`config.mk`:
```
export PLATFORM = sky130hd
export DESIGN_NAME = morton_tile_untile_to_rgba_core_flat
export DESIGN_NICKNAME = d
export VERILOG_FILES = /design/src/rtl/mttr_pkg.sv /design/src/rtl/mttr_channels.sv /design/src/rtl/mttr_expand.sv /design/src/rtl/morton_tile_untile_to_rgba_core.sv /design/src/flat_wrapper.sv
export SDC_FILE = /design/constraint.sdc
export NUM_CORES = 1
export LEC_CHECK = 0
export BUFFER_PORTS_ARGS = -buffer_cell sky130_fd_sc_hd__buf_2
export CELL_PAD_IN_SITES_DETAIL_PLACEMENT = 1
export CELL_PAD_IN_SITES_GLOBAL_PLACEMENT = 1
export CORE_MARGIN = 2
export CORE_UTILIZATION = 51
export CTS_BUF_LIST = sky130_fd_sc_hd__clkbuf_8
export DETAILED_ROUTE_END_ITERATION = 6
export GPL_ROUTABILITY_DRIVEN = 0
export PLACE_DENSITY = 0.87
export SLEW_MARGIN = 20
export SYNTH_ARGS = -nofsm -noshare
export SYNTH_HDL_FRONTEND = slang
export SYNTH_SLANG_ARGS = --single-unit
```
`constraint.sdc`:
```
create_clock -name clock -period 6.2 [get_ports clock]
set_clock_uncertainty 0.2 [all_clocks]
set_input_delay 0.62 -clock clock [delete_from_list [all_inputs] [get_ports clock]]
set_output_delay 0.62 -clock clock [all_outputs]
set_load 0.05 [all_outputs]
```
`src/rtl/mttr_pkg.sv`:
```
// Shared types, constants and channel-expansion tables for the Morton untiler.
package mttr_pkg;

   localparam int TEXEL_W = 32;
   localparam int COORD_W = 10;
   localparam int CHAN_W  = 8;
   localparam int FMT_W   = 3;
   localparam int TILES_W = 8;
   localparam int IDX_W   = 6;
   localparam int CSR_IDX_W  = 2;
   localparam int CSR_DATA_W = 8;

   localparam int MAX_TILES_DEFAULT = 128;

   // register indexes on the csr port
   localparam logic [CSR_IDX_W-1:0] CSR_PIXEL_FORMAT = 2'd0;
   localparam logic [CSR_IDX_W-1:0] CSR_TILES_WIDE   = 2'd1;
   localparam logic [CSR_IDX_W-1:0] CSR_TILES_HIGH   = 2'd2;

   // pixel format codes; 6 and 7 are unused and give all-zero channels
   localparam logic [FMT_W-1:0] FMT_ABGR8888 = 3'd0;
   localparam logic [FMT_W-1:0] FMT_BGR888   = 3'd1;
   localparam logic [FMT_W-1:0] FMT_RGBA5551 = 3'd2;
   localparam logic [FMT_W-1:0] FMT_RGB565   = 3'd3;
   localparam logic [FMT_W-1:0] FMT_RGBA4444 = 3'd4;
   localparam logic [FMT_W-1:0] FMT_LUM8     = 3'd5;

   localparam logic [IDX_W-1:0] IDX_LAST = 6'd63;

   typedef struct packed {
      logic [CHAN_W-1:0] red;
      logic [CHAN_W-1:0] green;
      logic [CHAN_W-1:0] blue;
      logic [CHAN_W-1:0] alpha;
   } rgba_type;

   typedef logic [CHAN_W-1:0] lut5_type [32];
   typedef logic [CHAN_W-1:0] lut6_type [64];

   // v * 255 / 31, truncated, built at elaboration
   function automatic lut5_type build_scale5();
      lut5_type t;
      for (int i = 0; i < 32; i++) begin
         t[i] = CHAN_W'((i * 255) / 31);
      end
      return t;
   endfunction

   // v * 255 / 63, truncated, built at elaboration
   function automatic lut6_type build_scale6();
      lut6_type t;
      for (int i = 0; i < 64; i++) begin
         t[i] = CHAN_W'((i * 255) / 63);
      end
      return t;
   endfunction

   localparam lut5_type SCALE5_LUT = build_scale5();
   localparam lut6_type SCALE6_LUT = build_scale6();

endpackage

```
`src/rtl/mttr_channels.sv`:
```
// Valid/ready channel interfaces for texel requests and pixel responses.
interface mttr_req_if import mttr_pkg::*; ();
   logic               valid;
   logic               ready;
   logic [TEXEL_W-1:0] texel;

   modport source (output valid, output texel, input ready);
   modport sink   (input valid, input texel, output ready);
endinterface

interface mttr_rsp_if import mttr_pkg::*; ();
   logic               valid;
   logic               ready;
   logic [COORD_W-1:0] pixel_x;
   logic [COORD_W-1:0] pixel_y;
   logic [CHAN_W-1:0]  red;
   logic [CHAN_W-1:0]  green;
   logic [CHAN_W-1:0]  blue;
   logic [CHAN_W-1:0]  alpha;
   logic               image_end;

   modport source (output valid, output pixel_x, output pixel_y, output red, output green,
                   output blue, output alpha, output image_end, input ready);
   modport sink   (input valid, input pixel_x, input pixel_y, input red, input green,
                   input blue, input alpha, input image_end, output ready);
endinterface

```
`src/rtl/mttr_expand.sv`:
```
// Texel to 8-bit RGBA expansion for the six supported pixel formats.
module mttr_expand import mttr_pkg::*; (
   input  logic [FMT_W-1:0]   pixel_format,
   input  logic [TEXEL_W-1:0] texel,
   output rgba_type           rgba
);

   logic [15:0] v;

   assign v = texel[15:0];

   always_comb begin
      rgba = '0;
      case (pixel_format)
         FMT_ABGR8888: begin
            rgba.alpha = texel[7:0];
            rgba.blue  = texel[15:8];
            rgba.green = texel[23:16];
            rgba.red   = texel[31:24];
         end
         FMT_BGR888: begin
            rgba.blue  = texel[7:0];
            rgba.green = texel[15:8];
            rgba.red   = texel[23:16];
            rgba.alpha = '1;
         end
         FMT_RGBA5551: begin
            rgba.alpha = v[0] ? '1 : '0;
            rgba.blue  = SCALE5_LUT[v[5:1]];
            rgba.green = SCALE5_LUT[v[10:6]];
            rgba.red   = SCALE5_LUT[v[15:11]];
         end
         FMT_RGB565: begin
            rgba.blue  = SCALE5_LUT[v[4:0]];
            rgba.green = SCALE6_LUT[v[10:5]];
            rgba.red   = SCALE5_LUT[v[15:11]];
            rgba.alpha = '1;
         end
         FMT_RGBA4444: begin
            // times 17 is the nibble repeated
            rgba.alpha = {v[3:0], v[3:0]};
            rgba.blue  = {v[7:4], v[7:4]};
            rgba.green = {v[11:8], v[11:8]};
            rgba.red   = {v[15:12], v[15:12]};
         end
         FMT_LUM8: begin
            rgba.red   = texel[7:0];
            rgba.green = texel[7:0];
            rgba.blue  = texel[7:0];
            rgba.alpha = '1;
         end
         default: rgba = '0;
      endcase
   end

endmodule

```
`src/rtl/morton_tile_untile_to_rgba_core.sv`:
```
// Top level: Morton 8x8 tile untiler with RGBA channel expansion.
//
//   channel | dir | handshake          | payload
//   --------+-----+--------------------+----------------------------------------------
//   req_ch  | in  | valid / ready      | texel[31:0]
//   rsp_ch  | out | valid / ready      | pixel_x, pixel_y, red, green, blue, alpha,
//           |     |                    | image_end
//   csr     | in  | csr_wr_en (no ack) | csr_index[1:0], csr_wdata[7:0]
//
// One item per cycle sustained while rsp ready stays high. An accepted req is registered in
// stage 1, then in stage 2, and rsp valid is driven from the stage 2 valid.
// Stage 1 registers the texel with its coordinates (tile counters advance on accept);
// stage 2 registers the expanded pixel. The format lookup is the longest path.
// Synchronous active-high reset clears counters, valids and the csr registers
// (format 0, one tile by one tile). A stalled rsp holds its item while stage 1 still
// takes one more; req ready drops only when both stages are full.
module morton_tile_untile_to_rgba_core import mttr_pkg::*; #(
   parameter int MAX_TILES = MAX_TILES_DEFAULT
) (
   input  logic                  clock,
   input  logic                  reset,
   mttr_req_if.sink              req_ch,
   mttr_rsp_if.source            rsp_ch,
   input  logic                  csr_wr_en,
   input  logic [CSR_IDX_W-1:0]  csr_index,
   input  logic [CSR_DATA_W-1:0] csr_wdata
);

   // counters never exceed the largest tile count ever in effect
   localparam int CNT_W = (MAX_TILES > 1) ? $clog2(MAX_TILES) : 1;
   localparam int CMP_W = (CNT_W + 1 > TILES_W) ? CNT_W + 1 : TILES_W;

   // csr registers
   logic [FMT_W-1:0]   pixel_format_ff, pixel_format_in;
   logic [TILES_W-1:0] tiles_wide_ff, tiles_wide_in;
   logic [TILES_W-1:0] tiles_high_ff, tiles_high_in;

   // position state
   logic [IDX_W-1:0] index_ff, index_in;
   logic [CNT_W-1:0] col_ff, col_in;
   logic [CNT_W-1:0] row_ff, row_in;

   // stage 1: texel plus coordinates
   logic               s1_valid_ff, s1_valid_in;
   logic [TEXEL_W-1:0] s1_texel_ff, s1_texel_in;
   logic [COORD_W-1:0] s1_x_ff, s1_x_in;
   logic [COORD_W-1:0] s1_y_ff, s1_y_in;
   logic               s1_end_ff, s1_end_in;

   // stage 2: result register
   logic               s2_valid_ff, s2_valid_in;
   logic [COORD_W-1:0] s2_x_ff, s2_x_in;
   logic [COORD_W-1:0] s2_y_ff, s2_y_in;
   rgba_type           s2_rgba_ff, s2_rgba_in;
   logic               s2_end_ff, s2_end_in;

   logic s2_ready, s1_ready, accept;
   logic [CMP_W-1:0] tw, th, col_plus, row_plus, max_tiles;
   logic [2:0] x_in_tile, r_in_tile;
   logic last_in_tile, col_wrap, row_wrap;
   rgba_type rgba;

   // handshakes
   assign s2_ready = !s2_valid_ff || rsp_ch.ready;
   assign s1_ready = !s1_valid_ff || s2_ready;
   assign accept   = req_ch.valid && s1_ready;
   assign req_ch.ready = s1_ready;

   // tile counts: zero reads as one, large counts saturate
   assign max_tiles = CMP_W'(MAX_TILES);
   always_comb begin
      tw = CMP_W'(tiles_wide_ff);
      if (tiles_wide_ff == '0) begin
         tw = CMP_W'(1);
      end else if (tw > max_tiles) begin
         tw = max_tiles;
      end
      th = CMP_W'(tiles_high_ff);
      if (tiles_high_ff == '0) begin
         th = CMP_W'(1);
      end else if (th > max_tiles) begin
         th = max_tiles;
      end
   end

   // Z-order inside the tile: index bits are x0,r0,x1,r1,x2,r2
   assign x_in_tile = {index_ff[4], index_ff[2], index_ff[0]};
   assign r_in_tile = {index_ff[5], index_ff[3], index_ff[1]};

   assign col_plus     = CMP_W'(col_ff) + CMP_W'(1);
   assign row_plus     = CMP_W'(row_ff) + CMP_W'(1);
   assign last_in_tile = (index_ff == IDX_LAST);
   assign col_wrap     = (col_plus >= tw);
   assign row_wrap     = (row_plus >= th);

   // csr writes
   always_comb begin
      pixel_format_in = pixel_format_ff;
      tiles_wide_in   = tiles_wide_ff;
      tiles_high_in   = tiles_high_ff;
      if (csr_wr_en) begin
         unique case (csr_index)
            CSR_PIXEL_FORMAT: pixel_format_in = csr_wdata[FMT_W-1:0];
            CSR_TILES_WIDE:   tiles_wide_in   = csr_wdata[TILES_W-1:0];
            CSR_TILES_HIGH:   tiles_high_in   = csr_wdata[TILES_W-1:0];
            default: ;
         endcase
      end
   end

   // position counters and stage 1
   always_comb begin
      index_in    = index_ff;
      col_in      = col_ff;
      row_in      = row_ff;
      s1_texel_in = s1_texel_ff;
      s1_x_in     = s1_x_ff;
      s1_y_in     = s1_y_ff;
      s1_end_in   = s1_end_ff;
      s1_valid_in = s1_valid_ff && !s2_ready;
      if (accept) begin
         s1_valid_in = 1'b1;
         s1_texel_in = req_ch.texel;
         s1_x_in     = COORD_W'({col_ff, x_in_tile});
         // flipped row, modulo 1024
         s1_y_in     = COORD_W'({th, 3'b000}) - COORD_W'(1)
                       - COORD_W'({row_ff, 3'b000}) - COORD_W'(r_in_tile);
         s1_end_in   = last_in_tile && col_wrap && row_wrap;
         if (last_in_tile) begin
            index_in = '0;
            if (col_wrap) begin
               col_in = '0;
               row_in = row_wrap ? '0 : CNT_W'(row_plus);
            end else begin
               col_in = CNT_W'(col_plus);
            end
         end else begin
            index_in = index_ff + IDX_W'(1);
         end
      end
   end

   mttr_expand u_expand (
      .pixel_format (pixel_format_ff),
      .texel        (s1_texel_ff),
      .rgba         (rgba)
   );

   // stage 2
   always_comb begin
      s2_valid_in = s2_valid_ff;
      s2_x_in     = s2_x_ff;
      s2_y_in     = s2_y_ff;
      s2_rgba_in  = s2_rgba_ff;
      s2_end_in   = s2_end_ff;
      if (s2_ready) begin
         s2_valid_in = s1_valid_ff;
         s2_x_in     = s1_x_ff;
         s2_y_in     = s1_y_ff;
         s2_rgba_in  = rgba;
         s2_end_in   = s1_end_ff;
      end
   end

   always_ff @(posedge clock) begin
      s1_texel_ff <= s1_texel_in;
      s1_x_ff     <= s1_x_in;
      s1_y_ff     <= s1_y_in;
      s1_end_ff   <= s1_end_in;
      s2_x_ff     <= s2_x_in;
      s2_y_ff     <= s2_y_in;
      s2_rgba_ff  <= s2_rgba_in;
      s2_end_ff   <= s2_end_in;
      if (reset) begin
         pixel_format_ff <= FMT_ABGR8888;
         tiles_wide_ff   <= TILES_W'(1);
         tiles_high_ff   <= TILES_W'(1);
         index_ff        <= '0;
         col_ff          <= '0;
         row_ff          <= '0;
         s1_valid_ff     <= 1'b0;
         s2_valid_ff     <= 1'b0;
      end else begin
         pixel_format_ff <= pixel_format_in;
         tiles_wide_ff   <= tiles_wide_in;
         tiles_high_ff   <= tiles_high_in;
         index_ff        <= index_in;
         col_ff          <= col_in;
         row_ff          <= row_in;
         s1_valid_ff     <= s1_valid_in;
         s2_valid_ff     <= s2_valid_in;
      end
   end

   assign rsp_ch.valid     = s2_valid_ff;
   assign rsp_ch.pixel_x   = s2_x_ff;
   assign rsp_ch.pixel_y   = s2_y_ff;
   assign rsp_ch.red       = s2_rgba_ff.red;
   assign rsp_ch.green     = s2_rgba_ff.green;
   assign rsp_ch.blue      = s2_rgba_ff.blue;
   assign rsp_ch.alpha     = s2_rgba_ff.alpha;
   assign rsp_ch.image_end = s2_end_ff;

endmodule

```
`src/flat_wrapper.sv`:
```
// flat-port wrapper written by rule: the top's interface ports become plain ports
module morton_tile_untile_to_rgba_core_flat import mttr_pkg::*;
#(
   parameter int MAX_TILES = MAX_TILES_DEFAULT
)
  (clock, reset, csr_wr_en, csr_index, csr_wdata, req_ch_valid, req_ch_texel, req_ch_ready, rsp_ch_valid, rsp_ch_pixel_x, rsp_ch_pixel_y, rsp_ch_red, rsp_ch_green, rsp_ch_blue, rsp_ch_alpha, rsp_ch_image_end, rsp_ch_ready);
  mttr_req_if req_ch_i ();
  mttr_rsp_if rsp_ch_i ();
  input  logic clock;
  input  logic reset;
  input  logic csr_wr_en;
  input  logic [CSR_IDX_W-1:0] csr_index;
  input  logic [CSR_DATA_W-1:0] csr_wdata;
  input wire logic [$bits(req_ch_i.valid)-1:0] req_ch_valid;
  input wire logic [$bits(req_ch_i.texel)-1:0] req_ch_texel;
  output wire logic [$bits(req_ch_i.ready)-1:0] req_ch_ready;
  output wire logic [$bits(rsp_ch_i.valid)-1:0] rsp_ch_valid;
  output wire logic [$bits(rsp_ch_i.pixel_x)-1:0] rsp_ch_pixel_x;
  output wire logic [$bits(rsp_ch_i.pixel_y)-1:0] rsp_ch_pixel_y;
  output wire logic [$bits(rsp_ch_i.red)-1:0] rsp_ch_red;
  output wire logic [$bits(rsp_ch_i.green)-1:0] rsp_ch_green;
  output wire logic [$bits(rsp_ch_i.blue)-1:0] rsp_ch_blue;
  output wire logic [$bits(rsp_ch_i.alpha)-1:0] rsp_ch_alpha;
  output wire logic [$bits(rsp_ch_i.image_end)-1:0] rsp_ch_image_end;
  input wire logic [$bits(rsp_ch_i.ready)-1:0] rsp_ch_ready;
  assign req_ch_i.valid = req_ch_valid;
  assign req_ch_i.texel = req_ch_texel;
  assign req_ch_ready = req_ch_i.ready;
  assign rsp_ch_valid = rsp_ch_i.valid;
  assign rsp_ch_pixel_x = rsp_ch_i.pixel_x;
  assign rsp_ch_pixel_y = rsp_ch_i.pixel_y;
  assign rsp_ch_red = rsp_ch_i.red;
  assign rsp_ch_green = rsp_ch_i.green;
  assign rsp_ch_blue = rsp_ch_i.blue;
  assign rsp_ch_alpha = rsp_ch_i.alpha;
  assign rsp_ch_image_end = rsp_ch_i.image_end;
  assign rsp_ch_i.ready = rsp_ch_ready;
  morton_tile_untile_to_rgba_core #(.MAX_TILES(MAX_TILES)) u_core (.clock(clock), .reset(reset), .req_ch(req_ch_i), .rsp_ch(rsp_ch_i), .csr_wr_en(csr_wr_en), .csr_index(csr_index), .csr_wdata(csr_wdata));
endmodule
```
==> results.json <==
{
  "power_density_mw_per_mm2": 266,
  "initial_utilization_pct": 51.9,
  "layout_commonest_cell": "edfxtp_1",
  "first_pass_iters": 5,
  "hp-class": "in -> reg",
  "fin_crit_ns": 3.31,
  "routed_wirelength_mm": 19.4,
  "yosysSeqAreaShare_pct": 53.3,
  "avgSynthCellArea_um2": 10.9,
  "fmax_mhz": 302,
  "clock-sinks": 147,
  "drtIter0Drc": 459,
  "synth.ff_latch_count": 147,
  "synth_top_area_share_pct": 42.4,
  "period_share_pct": 53.3,
  "worstPathRequired_ns": 6.37,
  "fill_cells": 1587,
  "die_w_um": 125,
  "crit_type": "reg -> reg",
  "clkTransAtPathRegs_ns": 0.09,
  "hold_viol_final": 0,
  "drcViolationCount": 0,
  "leakage_nw": 3.37,
  "grt_pass1_wl_mm": 31.6,
  "htreeDepth": 4,
  "r2r-start": "u_core.row_ff[0]",
  "numCtsBuffers": 17,
  "dp_hpwl_mm": 13.4,
  "holdPathStages": 1,
  "insertion_delay_ns": 0.47,
  "grt.total_usage_pct": 25.4,
  "wl_per_cell_um": 20.1,
  "crit_end": "u_core.row_ff[2]",
  "rsz0062_at_grt": "false",
  "hold_start": "req_ch_texel[26]",
  "portBuffers": 101,
  "grt_pass1_vias": 6022,
  "syn2layout_area_growth_pct": 12.5,
  "synthCells": 690,
  "hold_buffers": 0,
  "ys_types": 67,
  "slew_violations": 0,
  "antenna_found_initial": 0,
  "postSynth.asyncResetShare_pct": 0,
  "synth_warnings": 0,
  "crit_fanout": 9,
  "mostFrequentLayoutCells": "edfxtp_1, buf_2, nor2_1",
  "tritoncts": "built",
  "fin_nets": 847,
  "cts_setup_buffers": 0,
  "diodes": 0,
  "ff2ff_path_depth": 10,
  "num_vias": 5713,
  "start_kind": "register",
  "ant_nets": 0,
  "startpoint": "u_core.row_ff[0]",
  "finalSetupTns_ns": 0,
  "overflow": 0,
  "status": "finished, final reports clean",
  "peakVddDrop_mv": 0.134,
  "finalSetupViolCount": 0,
  "ctsRootBufferMaster": "clkbuf_8",
  "syn-num-nets": 770,
  "rows": 44,
  "cts_resized": 0,
  "core_area_mm2": 0.0145,
  "synth_area_leaders": "edfxtp_1, dfxtp_1, ha_1",
  "synth_top_area_cell": "edfxtp_1",
  "ios": 102,
  "vias_per_cell": 5.93,
  "max_slew_margin_pct": 26.1,
  "fp.dieArea_mm2": 0.0157,
  "worstMarginPinSlew_ns": 1.11,
  "die_y_um": 125,
  "r2r_end": "u_core.row_ff[2]",
  "grt_max_degree": 64,
  "layout-drive-gt1-share_pct": 21.3,
  "final_core_util_pct": 58.4,
  "synth_enable_flop_cells": 106,
  "rrSetupSlack_ns": 2.89,
  "end_kind": "register",
  "power_mw": 2.25,
  "clock_path_buffers": 2,
  "syn_area_mm2": 0.00751,
  "cap_violations": 0,
  "crit_arrival_ns": 3.48,
  "ys.flop_type": "edfxtp_1"
}
[report_power, final]
part | internal (mW) | switching [mW]
sequential | 1.13 | 0.0489
combinational | 0.0976 | 0.247
clock | 0.353 | 0.377
[Yosys cell counts, types with 3 or more instances]
library cell,count
or3_1,9
and3_1,5
buf_1,5
nand3b_1,5
o31ai_1,9
nor2_1,65
mux2_2,7
xor2_1,8
a2111oi_0,3
a21o_1,4
nand4_1,5
a31oi_1,4
o21bai_1,6
o21ai_0,39
buf_2,11
nor2b_1,7
or2_2,4
a211oi_1,7
mux4_2,7
nand2_1,48
o32ai_1,4
o22ai_1,4
mux2i_1,30
nand3_1,14
ha_1,33
o21ai_1,5
dfxtp_1,41
edfxtp_1,106
clkbuf_1,27
xnor2_1,12
inv_1,40
a21oi_1,47
o21a_1,3
nand2b_1,7
a22oi_1,7
nor3_1,11
[worst min path at each step]
stage                                           to
final                       u_core.s1_texel_ff[26]
after CTS                   u_core.s1_texel_ff[26]
after global placement    u_core.rsp_ch.pixel_y[9]
after floorplan            u_core.rsp_ch.image_end
after global routing        u_core.s1_texel_ff[15]
after detailed placement  u_core.rsp_ch.pixel_y[2]
[through the flow]
| stage | cell area [um2] | worst slack, ns | hold WS [ns] | std cells |
|---|---|---|---|---|
| after floorplan | 7510 | 2.68 | 0.200 | 690 |
| after global placement | 8070 | 3.39 | 0.201 | 932 |
| after detailed placement | 8070 | 3.07 | 0.206 | 932 |
| after CTS | 8450 | 2.98 | 0.100 | 964 |
| after global routing | 8450 | 2.72 | 0.104 | 964 |
| final | 8450 | 2.89 | 0.123 | 964 |
[layout make-up]
type / count / area [um2] / area share [%]
flip-flops and latches: 147 / 4010 / 47.4
multi-input cells: 457 / 3160 / 37.4
repair buffers: 104 / 528 / 6.25
clock buffers: 17 / 234 / 2.77
well taps: 184 / 230 / 2.72
inverters: 40 / 150 / 1.78
clock inverters: 15 / 144 / 1.70
[worst max-delay path: stages, from the launching register on]
cell      delay [ns]
dfxtp_1         0.43
ha_1            0.26
nand3_1         0.18
nor3_1          0.25
xor2_1          0.28
ha_1            0.29
nand2_1         0.09
nor3_1          0.07
a21oi_1         0.67
a211oi_1        0.20
o32ai_1         0.29
[registers in the layout (all words and copies together), names as in the netlist, 3 cells and up]
| signal | count |
|---|---|
| u_core.s1_texel_ff | 32 |
| u_core.rsp_ch.pixel_x | 10 |
| u_core.rsp_ch.pixel_y | 10 |
| u_core.s1_x_ff | 10 |
| u_core.s1_y_ff | 10 |
| u_core.rsp_ch.alpha | 8 |
| u_core.rsp_ch.blue | 8 |
| u_core.rsp_ch.green | 8 |
| u_core.rsp_ch.red | 8 |
| u_core.tiles_high_ff | 8 |
| u_core.tiles_wide_ff | 8 |
| u_core.col_ff | 7 |
| u_core.row_ff | 7 |
| u_core.index_ff | 6 |
| u_core.pixel_format_ff | 3 |
[layer usage]
metal / part of all wire [%] / up-vias / wire [um] / track usage (%)
met1: 41 / 2819 / 7870 / 30.5
met5: 0 / - / 0 / 0
met3: 4.9 / 40 / 947 / 6.12
met2: 52 / 177 / 10100 / 44.7
li1: - / 2677 / - / -
met4: 2.2 / 0 / 420 / 9.08
[logic make-up (layout without fill, tap and decap cells)]
family / count (synthesis) / in the layout / synth area share, %
AOI/OAI and AO/OA: 165 / 165 / 14.6
buffers and inverters: 86 / 176 / 4.68
DFF: 147 / 147 / 53.3
muxes: 44 / 44 / 7.15
and+or+nand+nor: 194 / 194 / 12.3
xor gates and xnor gates: 20 / 20 / 2.33
adders and majority gates: 34 / 34 / 5.63
(Power assumes the default switching activity.)
